File: src/rtl/core/eff_pkg.sv
// Shared types and constants for the Euler face flux block.
`default_nettype none
package eff_pkg;

  localparam int W             = 32;
  localparam int FRAC_BITS_DEF = 16;
  localparam int G_W           = 18;
  localparam logic [G_W-1:0] G_RESET = 18'd26214;
  localparam int KE_W          = 44;
  localparam int DIFF_W        = 46;
  localparam int PROD_W        = 65;
  localparam int MQ_W          = 63;
  localparam int QUEUE_DEPTH   = 4;
  localparam int QPTR_W        = 2;
  localparam int PADDR_W       = 3;
  localparam int PDATA_W       = 32;
  localparam int REG_IDX_W     = 1;
  localparam logic [REG_IDX_W-1:0] REG_GAMMA = 1'd0;

  typedef enum logic [1:0] {
    AXIS_X,
    AXIS_Y,
    AXIS_Z,
    AXIS_RSVD
  } axis_t;

  typedef struct packed {
    logic signed [W-1:0] rho;
    logic signed [W-1:0] mom_x;
    logic signed [W-1:0] mom_y;
    logic signed [W-1:0] mom_z;
    logic signed [W-1:0] en;
    axis_t               axis;
    logic                bad;
  } face_t;

  typedef struct packed {
    logic signed [W-1:0] flux_mass;
    logic signed [W-1:0] flux_mom_x;
    logic signed [W-1:0] flux_mom_y;
    logic signed [W-1:0] flux_mom_z;
    logic signed [W-1:0] flux_energy;
    logic                bad_density;
    logic                saturated;
  } res_t;

endpackage
`default_nettype wire

File: src/rtl/core/eff_queue.sv
// Short queue between the front end and the arithmetic back end.
`default_nettype none
module eff_queue (
  input  logic            clk,
  input  logic            rst_n,
  input  logic            push,
  input  eff_pkg::face_t  wdata,
  output logic            full,
  input  logic            pop,
  output logic            empty,
  output eff_pkg::face_t  rdata
);

  localparam int DEPTH = eff_pkg::QUEUE_DEPTH;
  localparam int PTR_W = eff_pkg::QPTR_W;

  eff_pkg::face_t   mem [0:DEPTH-1];
  logic [PTR_W-1:0] wp_r;
  logic [PTR_W-1:0] rp_r;
  logic [PTR_W:0]   cnt_r;

  assign full  = (cnt_r == (PTR_W+1)'(DEPTH));
  assign empty = (cnt_r == '0);
  assign rdata = mem[rp_r];

  always_ff @(posedge clk) begin
    if (push) begin
      mem[wp_r] <= wdata;
    end
  end

  always_ff @(posedge clk) begin
    if (!rst_n) begin
      wp_r  <= '0;
      rp_r  <= '0;
      cnt_r <= '0;
    end else begin
      if (push) begin
        wp_r <= wp_r + 1'b1;
      end
      if (pop) begin
        rp_r <= rp_r + 1'b1;
      end
      if (push && !pop) begin
        cnt_r <= cnt_r + 1'b1;
      end else if (!push && pop) begin
        cnt_r <= cnt_r - 1'b1;
      end
    end
  end

endmodule
`default_nettype wire

File: config.mk
export PLATFORM = sky130hd
export DESIGN_NAME = eff_queue
export DESIGN_NICKNAME = d
export VERILOG_FILES = /design/src/rtl/core/eff_pkg.sv /design/src/rtl/core/eff_queue.sv
export SDC_FILE = /design/constraint.sdc
export NUM_CORES = 1
export LEC_CHECK = 0
export BUFFER_PORTS_ARGS = -buffer_cell sky130_fd_sc_hd__buf_2
export CORE_UTILIZATION = 55
export CTS_CLUSTER_DIAMETER = 30
export DETAILED_ROUTE_END_ITERATION = 6
export PLACE_DENSITY = 0.77
export SYNTH_ARGS = -nofsm -noshare
export SYNTH_HDL_FRONTEND = slang
export SYNTH_SLANG_ARGS = --single-unit
File: constraint.sdc
create_clock -name clk -period 6.35 [get_ports clk]
set_input_delay 0.9525 -clock clk [delete_from_list [all_inputs] [get_ports clk]]
set_output_delay 0.9525 -clock clk [all_outputs]
set_load 0.02 [all_outputs]
# == Word-level counts from Yosys, hierarchy flattened ==
# Memory sizes are Yosys's and may differ from the RTL's. A register that Yosys moved wholly into a read port is not among the register bits.
# Index checks and enable logic that the tools add are counted.
# word_totals
ff_bits,7
n_memories,1
in_bits,167
mem_bits_rw,652
output_inout_bits,165
wordCells,21
# classes
n_reduce_logical,6
n_eq_ne,1
mux,6
add_sub_neg,4
# mem_list
memory,words,width,read_ports,rd_clocked_by_memory_dff,write_ports,line_no,rtl
mem,4,163,1,1,1,eff_queue.sv:17,eff_pkg::face_t mem [0:DEPTH-1];
# ops
cell,n
$mux W3,2
$add A2 B1 Y2 const B,2
$mux W2,2
$add A3 B1 Y3 const B,1
$eq A3 B3 Y1 const B,1
$logic_not A3 Y1,1
$sub A3 B1 Y3 const B,1
$logic_and A1 B1 Y1,2
$logic_not A1 Y1,2
$mux W1,2
$reduce_bool A2 Y1,1

# == Longest topological paths before layout ==
# depth
word_depth,4
mapped_depth,7
depth_no_buf,7

# == Least setup slack after synthesis ==
# Ideal clock, no wire load.
# synth_timing
path_type,input to register
start,input push
end,"memory mem[0][0] (netlist bit), enable pin"
cell_stages,1
t_arrival_ps,4665
path_slack_ps,1143
required_ps,5808
setup_ps,542
n_path_buf,0
cell_sequence,and2_1
# synth_between
elab_chain_len,2
# synth_lines
item,line_no,rtl
start: declaration,eff_queue.sv:6,"input logic push,"
$mux W1,eff_queue.sv:27,if (push) begin
$mux W1 (implied by the code),eff_queue.sv:28,mem[wp_r] <= wdata;
end: declaration,eff_queue.sv:17,
# Every way passes these cells.

==> impl_metrics.ini <==
[floorplan]
die-area_sq_mm = 0.0443
io_pins = 332
die_w_microns = 211
core_sq_mm = 0.0430
fp-row-count = 76
die_h_microns = 211
start_util = 0.557

[drt]
via_per_inst = 5.52
post_drt_wl_per_cell_microns = 23.8
vias = 11100
drtIter0Drc = 809
routed_wl_microns = 47800
dr.pass1.iters = 5
antenna_left = 0
route.detailed.drc = 0

[global_route]
grt_pass1_wl_microns = 71100
grt_pass1_vias = 12000
overflow = 0
grt_max_degree = 88
grt.total_usage = 0.219
antenna_found_initial = 10

[clock_tree]
cts_buffers = 116
clk_latency_ns = 0.65
post_cts_buffers = 0
hold_buffers = 0
clock_path_buffers = 3
ctsHtreeMaxLevel = 3
clock-sinks = 661
cts_resized = 0
cts_tree = built
clk_pin_slew_ns = 0.05
root_buffer = clkbuf_16

[synthesis]
ys_ff_latch = 661
ys.flop_type = edfxtp_1
synthArstFlopShare = 0
yosys_warnings = 0
synthesis.area_sq_mm = 0.0239
synth-seq-area-share = 0.826
syn_nets = 1067
avgSynthCellArea_sq_um = 26.8
synth_edf_count = 652
synth_cell_type_count = 22
syn_inst = 894

[run_status]
outcome = complete, no violations

[setup_path]
crit_slowest_cell = dfxtp_4
crit_chain = buf_12 > mux4_2 > buf_2
cp-end-kind = primary output
cp.arrival_ns = 3.08
worstSetupPathType = reg2out
slowest_delay_ns = 0.99
cp_max_fo = 63
worst-path-stages = 3
crit_required_ns = 5.40
path_buf_inv = 2
crit_path_end = rdata[23]
cp-start-kind = flip-flop
rr_worst_depth = 3
critPathTopFamily = flip-flops
r2r-start = wp_r[0]
reg2reg_setup_slack_ns = 3.78
r2r_end = mem[3][75]

[run]
maxCapViolCount = 0

[final_layout]
final_cell_mix = 652 x edfxtp_1, 331 x buf_2, 163 x mux4_2
num-nets-final = 1496
layout_commonest_cell = edfxtp_1
area_delta_synth_final_pct = 25.8
final_cells = 2013
num-fill-cells = 2560
final_layout_size_suffix_gt1_frac = 0.491

[placement]
dpl.hpwl_microns = 26000
port_buffers = 331
gp_congestion = 0.701
placed_cells = 1790
dp_worst_setup_slack_ns = 2.92

[power_and_ir_drop]
peakVddDrop_mv = 0.353
powerDensity_mw_per_mm2 = 400
power_leakage_nw = 10.3

[sta]
final.setup.tns_ns = 0
setup_viol_count_final = 0
maxSlewViolCount = 0
rsz0062_at_grt = false
post-route-period-util = 0.635
period_needed_ns = 4.03
relSlewSlack = 0.268
worstMarginPinSlew_ns = 1.10
final_hold_viol_count = 0
max_freq_ghz = 0.248
setup_slack_ns = 2.32
skew_ns = 0.0203

[hold_path]
hold_path.class = in2reg
[worst register-to-register path, stage by stage, from the launching register on]
cell     delay [ns]
dfxtp_1        0.39
ha_1           0.18
and2_4         0.81
buf_4          0.78
[synthesized netlist by cell type (2+ instances only)]
master / instances / area (sq um)
nor2b_1: 2 / 12.5
mux2i_1: 2 / 20.0
mux4_2: 163 / 3670
dfxtp_1: 9 / 180
clkbuf_1: 3 / 11.3
buf_2: 18 / 90.1
xnor2_1: 2 / 17.5
buf_4: 2 / 15.0
buf_1: 4 / 15.0
and2_1: 9 / 56.3
inv_1: 4 / 15.0
edfxtp_1: 652 / 19600
buf_6: 9 / 101
ha_1: 5 / 62.6
xor2_1: 3 / 26.3
[state kept, by name (all words and copies together), names as in the netlist, named ones only]
name / count
wp_r: 2
mem: 652
cnt_r: 3
rp_r: 2
[power breakdown]
group          internal (mW)  total, mW  switching, mW
sequential              5.03       5.11         0.0819
clock                   3.87       5.92           2.06
combinational          0.404       1.00          0.599
total                   9.30       12.0           2.74
[worst min-delay path by stage]
| stage | from | end | cells after the start |
|---|---|---|---|
| 3_5_place_dp | cnt_r[2] | cnt_r[2] | 2 |
| 6_report | wdata[4] | mem[2][4] | 1 |
| 5_1_grt | wdata[4] | mem[2][4] | 1 |
| 3_3_place_gp | cnt_r[2] | cnt_r[2] | 2 |
| 4_1_cts | wdata[5] | mem[3][5] | 1 |
| 2_1_floorplan | cnt_r[2] | cnt_r[2] | 2 |
[kinds of logic after synthesis]
family / count (synthesis) / synth area share
buf+inv: 40 / 0.0104
flops: 661 / 0.826
compound gates: 2 / 0.000523
mux: 165 / 0.154
xor+xnor: 5 / 0.00183
fa+ha+maj: 6 / 0.00345
simple gates: 15 / 0.00382
[layer usage]
layer	GRT usage	up-vias	share of wire
li1	-	4792	-
met1	0.285	5780	0.39
met2	0.351	451	0.50
met3	0.0702	83	0.089
met4	0.0795	14	0.019
met5	0	-	0.0021
[area by class of cell]
type                       count  area, sq um  share of cell area
clock buffer                 130         2960              0.0982
inverter                       4         15.0            0.000499
sequential                   661        19800               0.657
multi-input combinational    193         3930               0.131
timing repair buffer         347         1830              0.0607
tap                          585          732              0.0243
clock inverter                86          863              0.0287
antenna                        7         17.5            0.000582
[through the flow]
step | hold slack (ns) | utilization | power (mW) | cell area (sq um)
2_1_floorplan | 0.472 | - | 5.84 | 23900
3_3_place_gp | 0.496 | 0.611 | 6.17 | 26300
3_5_place_dp | 0.529 | 0.611 | 6.20 | 26300
4_1_cts | 0.474 | 0.700 | 12.1 | 30100
5_1_grt | 0.487 | 0.700 | 12.4 | 30100
6_report | 0.511 | 0.700 | 12.0 | 30100
(Power assumes the default switching activity.)
