--- config.mk ---
export PLATFORM = sky130hd
export DESIGN_NAME = eff_front_flat
export DESIGN_NICKNAME = d
export VERILOG_FILES = /design/src/rtl/core/eff_pkg.sv /design/src/rtl/core/eff_in_if.sv /design/src/rtl/core/eff_front.sv /design/src/flat_wrapper.sv
export SDC_FILE = /design/constraint.sdc
export NUM_CORES = 1
export LEC_CHECK = 0
export ABC_AREA = 0
export BUFFER_PORTS_ARGS = -buffer_cell sky130_fd_sc_hd__buf_2
export CORE_AREA = 2 2 188 190
export DETAILED_ROUTE_END_ITERATION = 12
export DIE_AREA = 0 0 190 192
export PLACE_DENSITY = 0.53
export SYNTH_ARGS = -nofsm -noshare
export SYNTH_HDL_FRONTEND = slang
export SYNTH_SLANG_ARGS = --single-unit
export TNS_END_PERCENT = 50
--- constraint.sdc ---
create_clock -name vclk -period 4.1
set_input_delay 0 -clock vclk [all_inputs]
set_output_delay 0 -clock vclk [all_outputs]
set_load 0.02 [all_outputs]
--- src/rtl/core/eff_pkg.sv ---
// Shared types and constants for the Euler face flux block.
`default_nettype none
package eff_pkg;

  localparam int W             = 32;
  localparam int FRAC_BITS_DEF = 16;
  localparam int G_W           = 18;
  localparam logic [G_W-1:0] G_RESET = 18'd26214;
  localparam int KE_W          = 44;
  localparam int DIFF_W        = 46;
  localparam int PROD_W        = 65;
  localparam int MQ_W          = 63;
  localparam int QUEUE_DEPTH   = 4;
  localparam int QPTR_W        = 2;
  localparam int PADDR_W       = 3;
  localparam int PDATA_W       = 32;
  localparam int REG_IDX_W     = 1;
  localparam logic [REG_IDX_W-1:0] REG_GAMMA = 1'd0;

  typedef enum logic [1:0] {
    AXIS_X,
    AXIS_Y,
    AXIS_Z,
    AXIS_RSVD
  } axis_t;

  typedef struct packed {
    logic signed [W-1:0] rho;
    logic signed [W-1:0] mom_x;
    logic signed [W-1:0] mom_y;
    logic signed [W-1:0] mom_z;
    logic signed [W-1:0] en;
    axis_t               axis;
    logic                bad;
  } face_t;

  typedef struct packed {
    logic signed [W-1:0] flux_mass;
    logic signed [W-1:0] flux_mom_x;
    logic signed [W-1:0] flux_mom_y;
    logic signed [W-1:0] flux_mom_z;
    logic signed [W-1:0] flux_energy;
    logic                bad_density;
    logic                saturated;
  } res_t;

endpackage
`default_nettype wire

--- src/rtl/core/eff_in_if.sv ---
// Input channel carrying the two cell states and the flux axis.
`default_nettype none
interface eff_in_if;
  logic                         valid;
  logic                         ready;
  logic signed [eff_pkg::W-1:0] near_density;
  logic signed [eff_pkg::W-1:0] near_mom_x;
  logic signed [eff_pkg::W-1:0] near_mom_y;
  logic signed [eff_pkg::W-1:0] near_mom_z;
  logic signed [eff_pkg::W-1:0] near_energy;
  logic signed [eff_pkg::W-1:0] far_density;
  logic signed [eff_pkg::W-1:0] far_mom_x;
  logic signed [eff_pkg::W-1:0] far_mom_y;
  logic signed [eff_pkg::W-1:0] far_mom_z;
  logic signed [eff_pkg::W-1:0] far_energy;
  logic [1:0]                   action;

  modport source (
    output valid, near_density, near_mom_x, near_mom_y, near_mom_z, near_energy,
    output far_density, far_mom_x, far_mom_y, far_mom_z, far_energy, action,
    input  ready
  );
  modport sink (
    input  valid, near_density, near_mom_x, near_mom_y, near_mom_z, near_energy,
    input  far_density, far_mom_x, far_mom_y, far_mom_z, far_energy, action,
    output ready
  );
endinterface
`default_nettype wire

--- src/rtl/core/eff_front.sv ---
// Front end: accept a face transaction, average the two states, classify axis and density.
`default_nettype none
module eff_front (
  eff_in_if.sink          in_ch,
  input  logic            full,
  output logic            push,
  output eff_pkg::face_t  face
);

  localparam int W = eff_pkg::W;

  function automatic logic signed [W-1:0] avg(input logic signed [W-1:0] a,
                                              input logic signed [W-1:0] b);
    logic [W:0] s;
    s = {a[W-1], a} + {b[W-1], b};
    return s[W:1];
  endfunction

  eff_pkg::axis_t axis_raw;

  assign in_ch.ready = !full;
  assign push        = in_ch.valid && !full;
  assign axis_raw    = eff_pkg::axis_t'(in_ch.action);

  always_comb begin
    face.rho   = avg(in_ch.near_density, in_ch.far_density);
    face.mom_x = avg(in_ch.near_mom_x, in_ch.far_mom_x);
    face.mom_y = avg(in_ch.near_mom_y, in_ch.far_mom_y);
    face.mom_z = avg(in_ch.near_mom_z, in_ch.far_mom_z);
    face.en    = avg(in_ch.near_energy, in_ch.far_energy);
    face.axis  = (axis_raw == eff_pkg::AXIS_RSVD) ? eff_pkg::AXIS_Z : axis_raw;
    face.bad   = face.rho[W-1] || (face.rho == '0);
  end

endmodule
`default_nettype wire

--- src/flat_wrapper.sv ---
// flat-port wrapper written by rule: the top's interface ports become plain ports
module eff_front_flat 
  (full, push, face, in_ch_valid, in_ch_near_density, in_ch_near_mom_x, in_ch_near_mom_y, in_ch_near_mom_z, in_ch_near_energy, in_ch_far_density, in_ch_far_mom_x, in_ch_far_mom_y, in_ch_far_mom_z, in_ch_far_energy, in_ch_action, in_ch_ready);
  eff_in_if in_ch_i ();
  input  logic full;
  output logic push;
  output eff_pkg::face_t face;
  input wire logic [$bits(in_ch_i.valid)-1:0] in_ch_valid;
  input wire logic [$bits(in_ch_i.near_density)-1:0] in_ch_near_density;
  input wire logic [$bits(in_ch_i.near_mom_x)-1:0] in_ch_near_mom_x;
  input wire logic [$bits(in_ch_i.near_mom_y)-1:0] in_ch_near_mom_y;
  input wire logic [$bits(in_ch_i.near_mom_z)-1:0] in_ch_near_mom_z;
  input wire logic [$bits(in_ch_i.near_energy)-1:0] in_ch_near_energy;
  input wire logic [$bits(in_ch_i.far_density)-1:0] in_ch_far_density;
  input wire logic [$bits(in_ch_i.far_mom_x)-1:0] in_ch_far_mom_x;
  input wire logic [$bits(in_ch_i.far_mom_y)-1:0] in_ch_far_mom_y;
  input wire logic [$bits(in_ch_i.far_mom_z)-1:0] in_ch_far_mom_z;
  input wire logic [$bits(in_ch_i.far_energy)-1:0] in_ch_far_energy;
  input wire logic [$bits(in_ch_i.action)-1:0] in_ch_action;
  output wire logic [$bits(in_ch_i.ready)-1:0] in_ch_ready;
  assign in_ch_i.valid = in_ch_valid;
  assign in_ch_i.near_density = in_ch_near_density;
  assign in_ch_i.near_mom_x = in_ch_near_mom_x;
  assign in_ch_i.near_mom_y = in_ch_near_mom_y;
  assign in_ch_i.near_mom_z = in_ch_near_mom_z;
  assign in_ch_i.near_energy = in_ch_near_energy;
  assign in_ch_i.far_density = in_ch_far_density;
  assign in_ch_i.far_mom_x = in_ch_far_mom_x;
  assign in_ch_i.far_mom_y = in_ch_far_mom_y;
  assign in_ch_i.far_mom_z = in_ch_far_mom_z;
  assign in_ch_i.far_energy = in_ch_far_energy;
  assign in_ch_i.action = in_ch_action;
  assign in_ch_ready = in_ch_i.ready;
  eff_front u_core (.in_ch(in_ch_i), .full(full), .push(push), .face(face));
endmodule
### After elaboration in Yosys (flattened, before gate mapping)

Cells that the tools add are included.

| word-level totals | value |
|---|---|
| bits of input ports | 324 |
| flip-flop bits (word level) | 0 |
| memories | 0 |
| bits in latches | 0 |
| bits in read-only memories | 0 |
| memory bits (writable) | 0 |
| logic and storage cells | 11 |

| cells by class | value |
|---|---|
| add/sub/neg operators | 5 |
| shift operators | 0 |
| divide/modulo/power cells | 0 |
| muxes and demuxes | 1 |
| equal/unequal tests | 1 |
| bitwise gates (word level) | 0 |
| reductions and logical operators | 4 |
| order comparisons | 0 |
| $mul | 0 |

Operators by type and width:

| operator | number |
|---|---|
| $add A32 B32 Y33 | 5 |
| $logic_not A32 Y1 | 1 |
| $eq A2 B2 Y1 const B | 1 |
| $mux W2 | 1 |
| $logic_and A1 B1 Y1 | 1 |
| $logic_not A1 Y1 | 1 |
| $logic_or A1 B1 Y1 | 1 |

### Depth between registers and ports, before layout

Gate-level depths: netlist of the first run.

| logic depth | value |
|---|---|
| depth after elaboration | 3 |
| mapped depth | 12 |

### Worst setup path before layout of the first run

No wires, ideal clock.

| timing path | value |
|---|---|
| kind | input to output |
| start point | input port in_ch_far_density[0] |
| end point | output port face[0] (netlist bit) |
| stages | 12 |
| path buffers | 0 |
| setup slack | 0.198 ns |
| data arrival time | 3.902 ns |
| required time | 4.100 ns |
| cell sequence | and2_1 > fa_1 > a211oi_2 > o21ai_1 > xor2_1 > or4_1 > or4_1 > or4_1 > nor4_1 > or4b_1 > or4_1 > o31ai_2 |

RTL lines:

| what | line | text |
|---|---|---|
| from (decl) | flat_wrapper.sv:14 | `input wire logic [$bits(in_ch_i.far_density)-1:0] in_ch_far_density;` |
| to (decl) | flat_wrapper.sv:7 | `output eff_pkg::face_t face;` |

==> metrics.yaml, run 1 <==
die_h_um: 192
fin_setup_tns_ns: 0
grtUsageMet3: 0.0280
drt-total-wl_mm: 34.0
layout_min_cycle_time_ns: 4.05
max_cap_viol_count: 0
std_cell_rows: 68
path_max_fanout: 3
multi_input_area_mm2: 0.00754
drtIter0Drc: 425
max_freq_mhz: 247
drv_slew: 0
fin_crit_sh: 0.988
setup_slack_ns: 0.0497
synth.net_count: 1561
pin_count: 489
start_kind: "primary input"
drc_errors: 0
hpwl_mm: 30.9
route.vias.total: 10100
die_w_um: 190
avgRoutedWirePerCell_um: 16.6
dieArea_mm2: 0.0365
ant_nets: 0
synth.top_cells.by_area: "ha_1 (25%), xnor2_1 (12%), a21oi_1 (7.3%)"
fin_area_mm2: 0.0110
grt_usage: 0.170
critical_path_class: "in -> out"
power.density_mw_per_mm2: 216
seqCellArea_um2: 0
gr-total-overflow: 0
antenna_found_initial: 20
status: "completed"
cts_hold_buf: 0
clock_buffer_count: 0
grt-busiest-layer: "met2"
grt_pass1_wl_mm: 49.8
tightest_slew_ns: 0.626
place_inst: 2032
synth_top_area_share: 0.251
drive_gt1_frac: 0.343
timing_hold_violations_final: 0
pre_cts_ws_ns: -0.265
max-vdd-ir-drop_uv: 91.5
critPathRequiredTime_ns: 4.10
routabilityCongestion: 0.920
port_buffers: 489
initial_core_util: 0.226
placedInstanceArea_mm2: 0.0108
met2_usage: 0.317
synth_area_leader_cell: "ha_1"
drt_pass1_iterations: 5
netlist_area_mm2: 0.00774
setup_viol: 0
synth_warnings: 0
fin_cells: 2050
relSlewSlack: 0.577
avgViaCountPerCell: 4.91
synth.avg_cell_area_um2: 7.18
grt_max_degree: 10
cp-end-kind: "primary output"
layout_common_cells: "buf_2 (488), ha_1 (155), a21oi_1 (113), xnor2_1 (103), nor2_1 (78)"
final_nets: 2067
worstPathArrival_ns: 4.05
nFillCells: 3838
finalPower_mw: 2.37
rsz0062_at_grt: "true"
grt_pass1_vias: 9618
hp-class: "in -> out"
ys_seq_area_frac: 0
use_met1: 0.192
yosysUniqueCellTypes: 62
final_common_cell: "buf_2"
p_leak_nw: 5.62
core_mm2: 0.0343
seq_cells: 0
syn_inst: 1077
area_delta_synth_final_pct: 41.7
## repair_timing
action / 4_1_cts / 5_1_grt
buffers inserted: 0 / 4
gates cloned: 0 / 0
pin swaps: 4 / 11
setup endpoints to repair: 1 / 1
endpoints found under the hold margin: 0 / 0
gates resized for setup: 5 / 10
## cells by family (layout without fill, tap and decap cells)
family	count (synthesis)	in the layout	synth area share
AOI/OAI and AO/OA	407	407	0.350
xor gates and xnor gates	124	124	0.140
adders and majority gates	160	160	0.264
buffers and inverters	63	567	0.0343
muxes	2	2	0.00259
other	0	14	0
and+or+nand+nor	321	321	0.210
## cell type report
type                            count  area share
Multi-Input combinational cell   1014       0.688
Timing Repair Buffer              509       0.237
Tap cell                          455      0.0519
Inverter                           58      0.0199
Antenna cell                       14     0.00319
## report_power, final
group	switching [mW]	internal, mW
registers	0	0
clock network	0	0.000000461
logic	1.43	0.937
total	1.43	0.937
## critical path: stages
cell and delay (ns):
buf_2 0.11, and2_4 0.15, fa_2 0.40, a211oi_4 0.27, buf_4 0.14, o211ai_1 0.18, a2111oi_2 0.41, buf_4 0.18
o31ai_2 0.07, a211oi_2 0.18, nor3_1 0.09, or4_1 0.51, or4b_4 0.54, or4_4 0.44, o31ai_4 0.24, buf_6 0.15
## per-layer routing
metal	vias up	part of all wire
met5	-	0.0018
met3	36	0.062
met1	4621	0.40
met2	297	0.52
met4	8	0.018
li1	5104	-
## cells in the mapped netlist (4+ instances only)
master     instances
ha_1             155
a21oi_1          113
xnor2_1          103
nor2_1            78
o21ai_0           70
nand2_1           64
inv_1             58
a21o_1            48
nand3_1           31
nand2b_1          28
nor2b_1           27
nor3_1            26
o21a_1            23
xor2_1            21
o21bai_1          20
a211oi_1          18
and3_1            14
a31o_2            13
o31ai_1           11
a21boi_0           9
a31oi_1            9
and2_1             9
o2111ai_1          9
o211ai_1           9
nand4_1            8
a221oi_1           7
or3_1              7
a221o_1            6
and4_1             6
a211o_1            5
fa_1               5
nor4_1             5
o41ai_1            5
or2_2              5
or4_1              5
a2bb2oi_1          4
clkbuf_1           4
o311ai_0           4
## through the flow
stage	utilization	hold slack (ns)
after floorplan	-	0.0766
after global placement	0.316	0.238
after detailed placement	0.316	0.244
after CTS	0.316	0.246
after global routing	0.320	0.257
final	0.320	0.241
## final timing paths
kind / start / endpoint / slack, ns / cells after the start
max: in_ch_far_density[0] / face[0] / 0.05 / 16
min: in_ch_action[1] / face[2] / 0.24 / 2
Note: power is estimated with default switching activity, not from simulation.
==> inputs of run 2 (changes only) <==
- ABC_AREA: 0 -> 1
- CORE_AREA: 2 2 188 190 -> 2 2 190 192
- DIE_AREA: 0 0 190 192 -> 0 0 192 194
- PLACE_DENSITY: 0.53 -> 0.59
==> run 2 against run 1 <==
Net effect:
- design area up 19%
- power up 11%
- cell count up 36%
- synthesized cell count up 71%
- non-clock buffer count down 20
- sequential share of layout area unchanged
- wire length up 24%
- via count up 34%
- core utilization up 5.1 points
- largest power group unchanged
- highest routed layer is now met4
==> metrics.yaml, run 2 <==
status: "completed"  # unchanged
cts_resized: 0  # was 5
finalPower_mw: 2.64  # was 2.37 mW
path_max_fanout: 4  # was 3
max_cap_viol_count: 0  # unchanged
std_cell_rows: 69  # was 68
power.density_mw_per_mm2: 202  # was 216 mW/mm^2
netlist_area_mm2: 0.0100  # was 0.00774 mm^2
area_delta_synth_final_pct: 30.1  # was 41.7%
hpwl_mm: 38.7  # was 30.9 mm
placedInstanceArea_mm2: 0.0131  # was 0.0108 mm^2
crit_path_frequent_cell: "nand2_1"  # was buf_4
grt-busiest-layer: "met2"  # unchanged
critPathRequiredTime_ns: 4.10  # about the same
layout_min_cycle_time_ns: 2.20  # was 4.05 ns
drt-total-wl_mm: 42.2  # was 34.0 mm
nFillCells: 4041  # was 3838
crit_chain: "buf_2 > nand2_1 > inv_1 > fa_1 > nand2_1 > inv_1 > nand2_1 > nand2_2 > nand3_1 > nand3_2 > nand2_1 > nand2_1 > nand2_1 > nand2_1 > nor2_1 > nand2_1 > nor2_1 > nand3_1 > nand2_1 > buf_2"  # was buf_2 > and2_4 > fa_2 > a211oi_4 > buf_4 > o211ai_1 > a2111oi_2 > buf_4 > o31ai_2 > a211oi_2 > nor3_1 > or4_1 > or4b_4 > or4_4 > o31ai_4 > buf_6
route.vias.total: 13500  # was 10100
drv_slew: 0  # unchanged
grtUsageMet3: 0.0186  # was 0.0280
drc_errors: 0  # unchanged
die_h_um: 194  # was 192 um
rsz0062_at_grt: "false"  # was true
ant_nets: 0  # unchanged
seqCellArea_um2: 0  # unchanged
routabilityCongestion: 1.01  # was 0.920
fin_setup_tns_ns: 0  # unchanged
synth_most_common_cell: "nand2_1"  # was ha_1
met2_usage: 0.386  # was 0.317
ys_seq_area_frac: 0  # unchanged
synth_warnings: 0  # unchanged
avgViaCountPerCell: 4.82  # was 4.91
synth.net_count: 2329  # was 1561
yosysUniqueCellTypes: 32  # was 62
max-vdd-ir-drop_uv: 116  # was 91.5 uV
synth.avg_cell_area_um2: 5.44  # was 7.18 um^2
setup_viol: 0  # unchanged
critical_path_class: "in -> out"  # unchanged
synth_common_cells: "nand2_1 (559), inv_1 (305), nor2_1 (233), ha_1 (155), xor2_1 (108)"  # was ha_1 (155), a21oi_1 (113), xnor2_1 (103), nor2_1 (78), o21ai_0 (70)
timing_hold_violations_final: 0  # unchanged
synth.top_cells.by_area: "nand2_1 (21%), ha_1 (19%), inv_1 (11%)"  # was ha_1 (25%), xnor2_1 (12%), a21oi_1 (7.3%)
worstPathArrival_ns: 2.20  # was 4.05 ns
grt_pass1_vias: 12900  # was 9618
use_met1: 0.259  # was 0.192
final_common_cell: "nand2_1"  # was buf_2
final_nets: 2819  # was 2067
synth_top_area_share: 0.209  # was 0.251
antenna_found_initial: 2  # was 20
max_freq_mhz: 454  # was 247 MHz
grt_usage: 0.208  # was 0.170
syn_inst: 1845  # was 1077
gr-total-overflow: 0  # unchanged
hp-class: "in -> out"  # unchanged
grt_pass1_wl_mm: 63.9  # was 49.8 mm
synth_area_leader_cell: "nand2_1"  # was ha_1
grt_max_degree: 7  # was 10
drtIter0Drc: 670  # was 425
cp-end-kind: "primary output"  # unchanged
dieArea_mm2: 0.0372  # was 0.0365 mm^2
avgRoutedWirePerCell_um: 15.1  # was 16.6 um
seq_cells: 0  # unchanged
pin_count: 489  # unchanged
port_buffers: 489  # unchanged
core_mm2: 0.0352  # was 0.0343 mm^2
clock_buffer_count: 0  # unchanged
relSlewSlack: 0.675  # was 0.577
layout_common_cells: "nand2_1 (559), buf_2 (489), inv_1 (305), nor2_1 (233), ha_1 (155)"  # was buf_2 (488), ha_1 (155), a21oi_1 (113), xnor2_1 (103), nor2_1 (78)
crit_path_max_incr_delay_ns: 0.43  # was 0.54 ns
post_cts_buffers: 0  # unchanged
slowest_stage: "fa_1"  # was or4b_4
cts_hold_buf: 0  # unchanged
drt_pass1_iterations: 5  # unchanged
drive_gt1_frac: 0.237  # was 0.343
die_w_um: 192  # was 190 um
tightest_slew_ns: 0.483  # was 0.626 ns
fin_crit_sh: 0.537  # was 0.988
initial_core_util: 0.285  # was 0.226
fin_area_mm2: 0.0131  # was 0.0110 mm^2
p_leak_nw: 7.81  # was 5.62 nW
start_kind: "primary input"  # unchanged
==> run 2: cell count changes after synthesis, moves of 18 or more <==
cell      delta
nand2_1    +495
nand2_2     +19
nor2b_1     -27
nand2b_1    -28
xor2_1      +87
xnor2_1     -94
nand3_1     +43
o21a_1      -23
inv_1      +247
nor2_1     +155
nand4_1     +31
a211oi_1    -18
==> run 2: layout make-up <==
| cell class | count | area [um^2] | share of cell area |
|---|---|---|---|
| multi-input combinational | 1537 | 8880 | 0.680 |
| inverter | 307 | 1150 | 0.0882 |
| timing repair buffer | 489 | 2450 | 0.187 |
| antenna | 2 | 5.00 | 0.000383 |
| tap | 461 | 577 | 0.0442 |
==> run 2: cell families after synthesis <==
family,after synthesis,share of synthesized area
AOI/OAI and AO/OA,302,0.189
xor gates and xnor gates,117,0.102
adders and majority gates,160,0.203
buffers and inverters,308,0.115
and+or+nand+nor,958,0.391
==> run 2: worst paths after layout <==
check                       startpoint       to  slack (ns)  cells past startpoint
hold / removal         in_ch_action[1]  face[2]        0.24                      2
setup / recovery  in_ch_far_density[0]  face[0]        1.90                     20
==> run 2: report_power, final <==
part / total, mW / switching, mW / leakage (nW) / internal, mW
Combinational: 2.64 / 1.74 / 7.81 / 0.899
Sequential: 0 / 0 / 0 / 0
Clock: 0.0000000655 / 0 / 0.0000127 / 0.0000000655
==> run 2: through the flow <==
step	utilization	setup WS, ns	hold WS [ns]	cells
6_report	0.371	1.90	0.240	2796
5_1_grt	0.371	1.67	0.246	2796
4_1_cts	0.371	1.87	0.244	2794
3_5_place_dp	0.371	1.90	0.242	2794
3_3_place_gp	0.371	1.92	0.234	2794
2_1_floorplan	-	2.32	0.0766	1845
==> run 2: worst max-delay path: cells and delay by family <==
kind	cells	cell delay [ns]
adders and majority gates	1	0.43
and+or+nand+nor	15	1.39
buffers and inverters	4	0.39
==> run 2: per-layer routing <==
metal  wire [um]  up-vias
met5           0        -
met4         828        0
met3        2390       40
met2       20600      413
met1       18300     6055
li1            -     6958
==> inputs of run 3 (changes only) <==
- CORE_AREA: 2 2 190 192 -> 2 2 193 195
- DIE_AREA: 0 0 192 194 -> 0 0 195 197
- PLACE_DENSITY: 0.59 -> 0.6
- clock period: 4.1 -> 2 ns (I/O delays scaled with it)
==> run 3 against run 2 <==
Net effect:
- critical path depth is 4 lower
- design area grew 13%
- core utilization is 3.6 points higher
- largest power group unchanged
- flip-flop and latch count unchanged
- highest routed layer is now met5
- wire length grew 5.0%
==> metrics.yaml, run 3 (synthesis gave the netlist of run 2 again) <==
core_mm2: 0.0363  # was 0.0352 mm^2
grt_pass1_wl_mm: 67.3  # was 63.9 mm
path_max_fanout: 3  # was 4
swShare: 0.613  # was 0.659
std_cell_rows: 70  # was 69
pwr-share-seq: 0  # about the same
hp-start: "in_ch_action[1]"  # unchanged
max-vdd-ir-drop_uv: 219  # was 116 uV
fin_area_mm2: 0.0148  # was 0.0131 mm^2
drt-total-wl_mm: 44.3  # was 42.2 mm
antenna_found_initial: 2  # unchanged
worstPathArrival_ns: 1.94  # was 2.20 ns
hp-class: "in -> out"  # unchanged
finalPower_mw: 6.19  # was 2.64 mW
critPathBufInv: 4  # unchanged
crit_path_frequent_cell: "nand2_1"  # unchanged
grt_pass1_vias: 13400  # was 12900
port_buffers: 489  # unchanged
critPathRequiredTime_ns: 2.00  # was 4.10 ns
grt_max_degree: 7  # unchanged
routabilityCongestion: 1.00  # was 1.01
crit_cells: 16  # was 20
clock_buffer_count: 0  # unchanged
hpwl_mm: 40.2  # was 38.7 mm
tightest_slew_ns: 0.438  # was 0.483 ns
initial_core_util: 0.277  # was 0.285
fin_crit_sh: 0.972
dieArea_mm2: 0.0384  # was 0.0372 mm^2
relSlewSlack: 0.705  # was 0.675
placedInstanceArea_mm2: 0.0141  # was 0.0131 mm^2
power.density_mw_per_mm2: 419  # was 202 mW/mm^2
rsz0062_at_grt: "true"  # was false
area_delta_synth_final_pct: 47.1  # was 30.1%
start_kind: "primary input"  # unchanged
drc_errors: 0  # unchanged
gr-total-overflow: 0  # unchanged
critical_path_class: "in -> out"  # unchanged
path_delay_family: "simple AND/OR/NAND/NOR gates"  # unchanged
max_freq_mhz: 514
power.share.combinational: 1.000  # about the same
final_common_cell: "nand2_1"  # unchanged
seq_cells: 0  # unchanged
die_w_um: 195  # was 192 um
hold_slack_ns: 0.236  # was 0.240 ns
avgRoutedWirePerCell_um: 15.0  # was 15.1 um
drv_slew: 0  # unchanged
p_switching_mw: 3.80  # was 1.74 mW
grt_usage: 0.213  # was 0.208
final_nets: 2961  # was 2819
clock_power_share: 0  # about the same
cp-end-kind: "primary output"  # unchanged
drtIter0Drc: 751  # was 670
timing_hold_violations_final: 0  # unchanged
die_h_um: 197  # was 194 um
crit_path_max_incr_delay_ns: 0.34  # was 0.43 ns
layout_common_cells: "nand2_1 (521), buf_2 (466), inv_1 (302), nor2_1 (220), buf_4 (162)"  # was nand2_1 (559), buf_2 (489), inv_1 (305), nor2_1 (233), ha_1 (155)
status: "completed"  # unchanged
intPower_mw: 2.39  # was 0.899 mW
crit_chain: "buf_2 > ha_1 > buf_4 > nand2_2 > nor2_1 > buf_4 > a21oi_2 > nand3_1 > nand2_1 > nand2_1 > nor2_2 > nand2_1 > nor2_2 > nand3_1 > nand2_1 > buf_6"  # was buf_2 > nand2_1 > inv_1 > fa_1 > nand2_1 > inv_1 > nand2_1 > nand2_2 > nand3_1 > nand3_2 > nand2_1 > nand2_1 > nand2_1 > nand2_1 > nor2_1 > nand2_1 > nor2_1 > nand3_1 > nand2_1 > buf_2
p_leak_nw: 8.58  # was 7.81 nW
avgViaCountPerCell: 4.83  # was 4.82
pin_count: 489  # unchanged
hold_depth: 2  # unchanged
ant_nets: 0  # unchanged
slowest_stage: "ha_1"  # was fa_1
drive_gt1_frac: 0.327  # was 0.237
layout_min_cycle_time_ns: 1.94
holdPathEnd: "face[2]"  # unchanged
route.vias.total: 14200  # was 13500
cts_hold_buf: 0  # unchanged
setup_viol: 0  # unchanged
drt_pass1_iterations: 5  # unchanged
max_cap_viol_count: 0  # unchanged
seqCellArea_um2: 0  # unchanged
[run 3: cell type report]
class | count | area [um^2]
timing repair buffer | 631 | 3570
multi-input combinational | 1537 | 9450
antenna | 1 | 2.50
inverter | 307 | 1150
fill | 4051 | 21500
tap | 468 | 586
[run 3: routing by layer]
| metal | part of all wire | GRT usage |
|---|---|---|
| met2 | 0.48 | 0.379 |
| met3 | 0.053 | 0.0120 |
| met1 | 0.44 | 0.280 |
| met5 | 0.00038 | 0 |
| met4 | 0.027 | 0.0565 |
[run 3: repair_timing]
item,4_1_cts,5_1_grt
pin swaps,6,25
hold endpoints to repair,0,0
endpoints found under the setup margin,11,51
resized for setup,17,139
setup buffers,1,9
[run 3: power groups by stage]
stage | Sequential (mW) | Combinational (mW) | Clock (mW)
finish | 0 | 6.19 | 0.0000000670
global route | 0 | 6.71 | 0.0000000669
CTS | 0 | 5.91 | 0
floorplan | 0 | 3.48 | 0
detailed placement | 0 | 5.84 | 0
global placement | 0 | 5.84 | 0
[run 3: worst max-delay path by stage]
stage,to,startpoint,slack [ns]
after floorplan,face[0],in_ch_far_density[0],0.22
after global placement,face[0],in_ch_far_density[0],-0.22
after detailed placement,face[0],in_ch_far_density[0],-0.21
after CTS,face[0],in_ch_far_density[0],-0.006
after global routing,face[0],in_ch_far_density[5],-0.09
final,face[0],in_ch_far_density[25],0.06
[run 3: stage by stage]
step | TNS (ns) | cells | util | setup WS, ns
finish | 0 | 2944 | 0.407 | 0.0554
global placement | -0.288 | 2933 | 0.388 | -0.219
global route | -0.130 | 2944 | 0.407 | -0.0902
detailed placement | -0.344 | 2933 | 0.388 | -0.206
floorplan | 0 | 1845 | - | 0.216
CTS | -0.00597 | 2934 | 0.390 | -0.00597
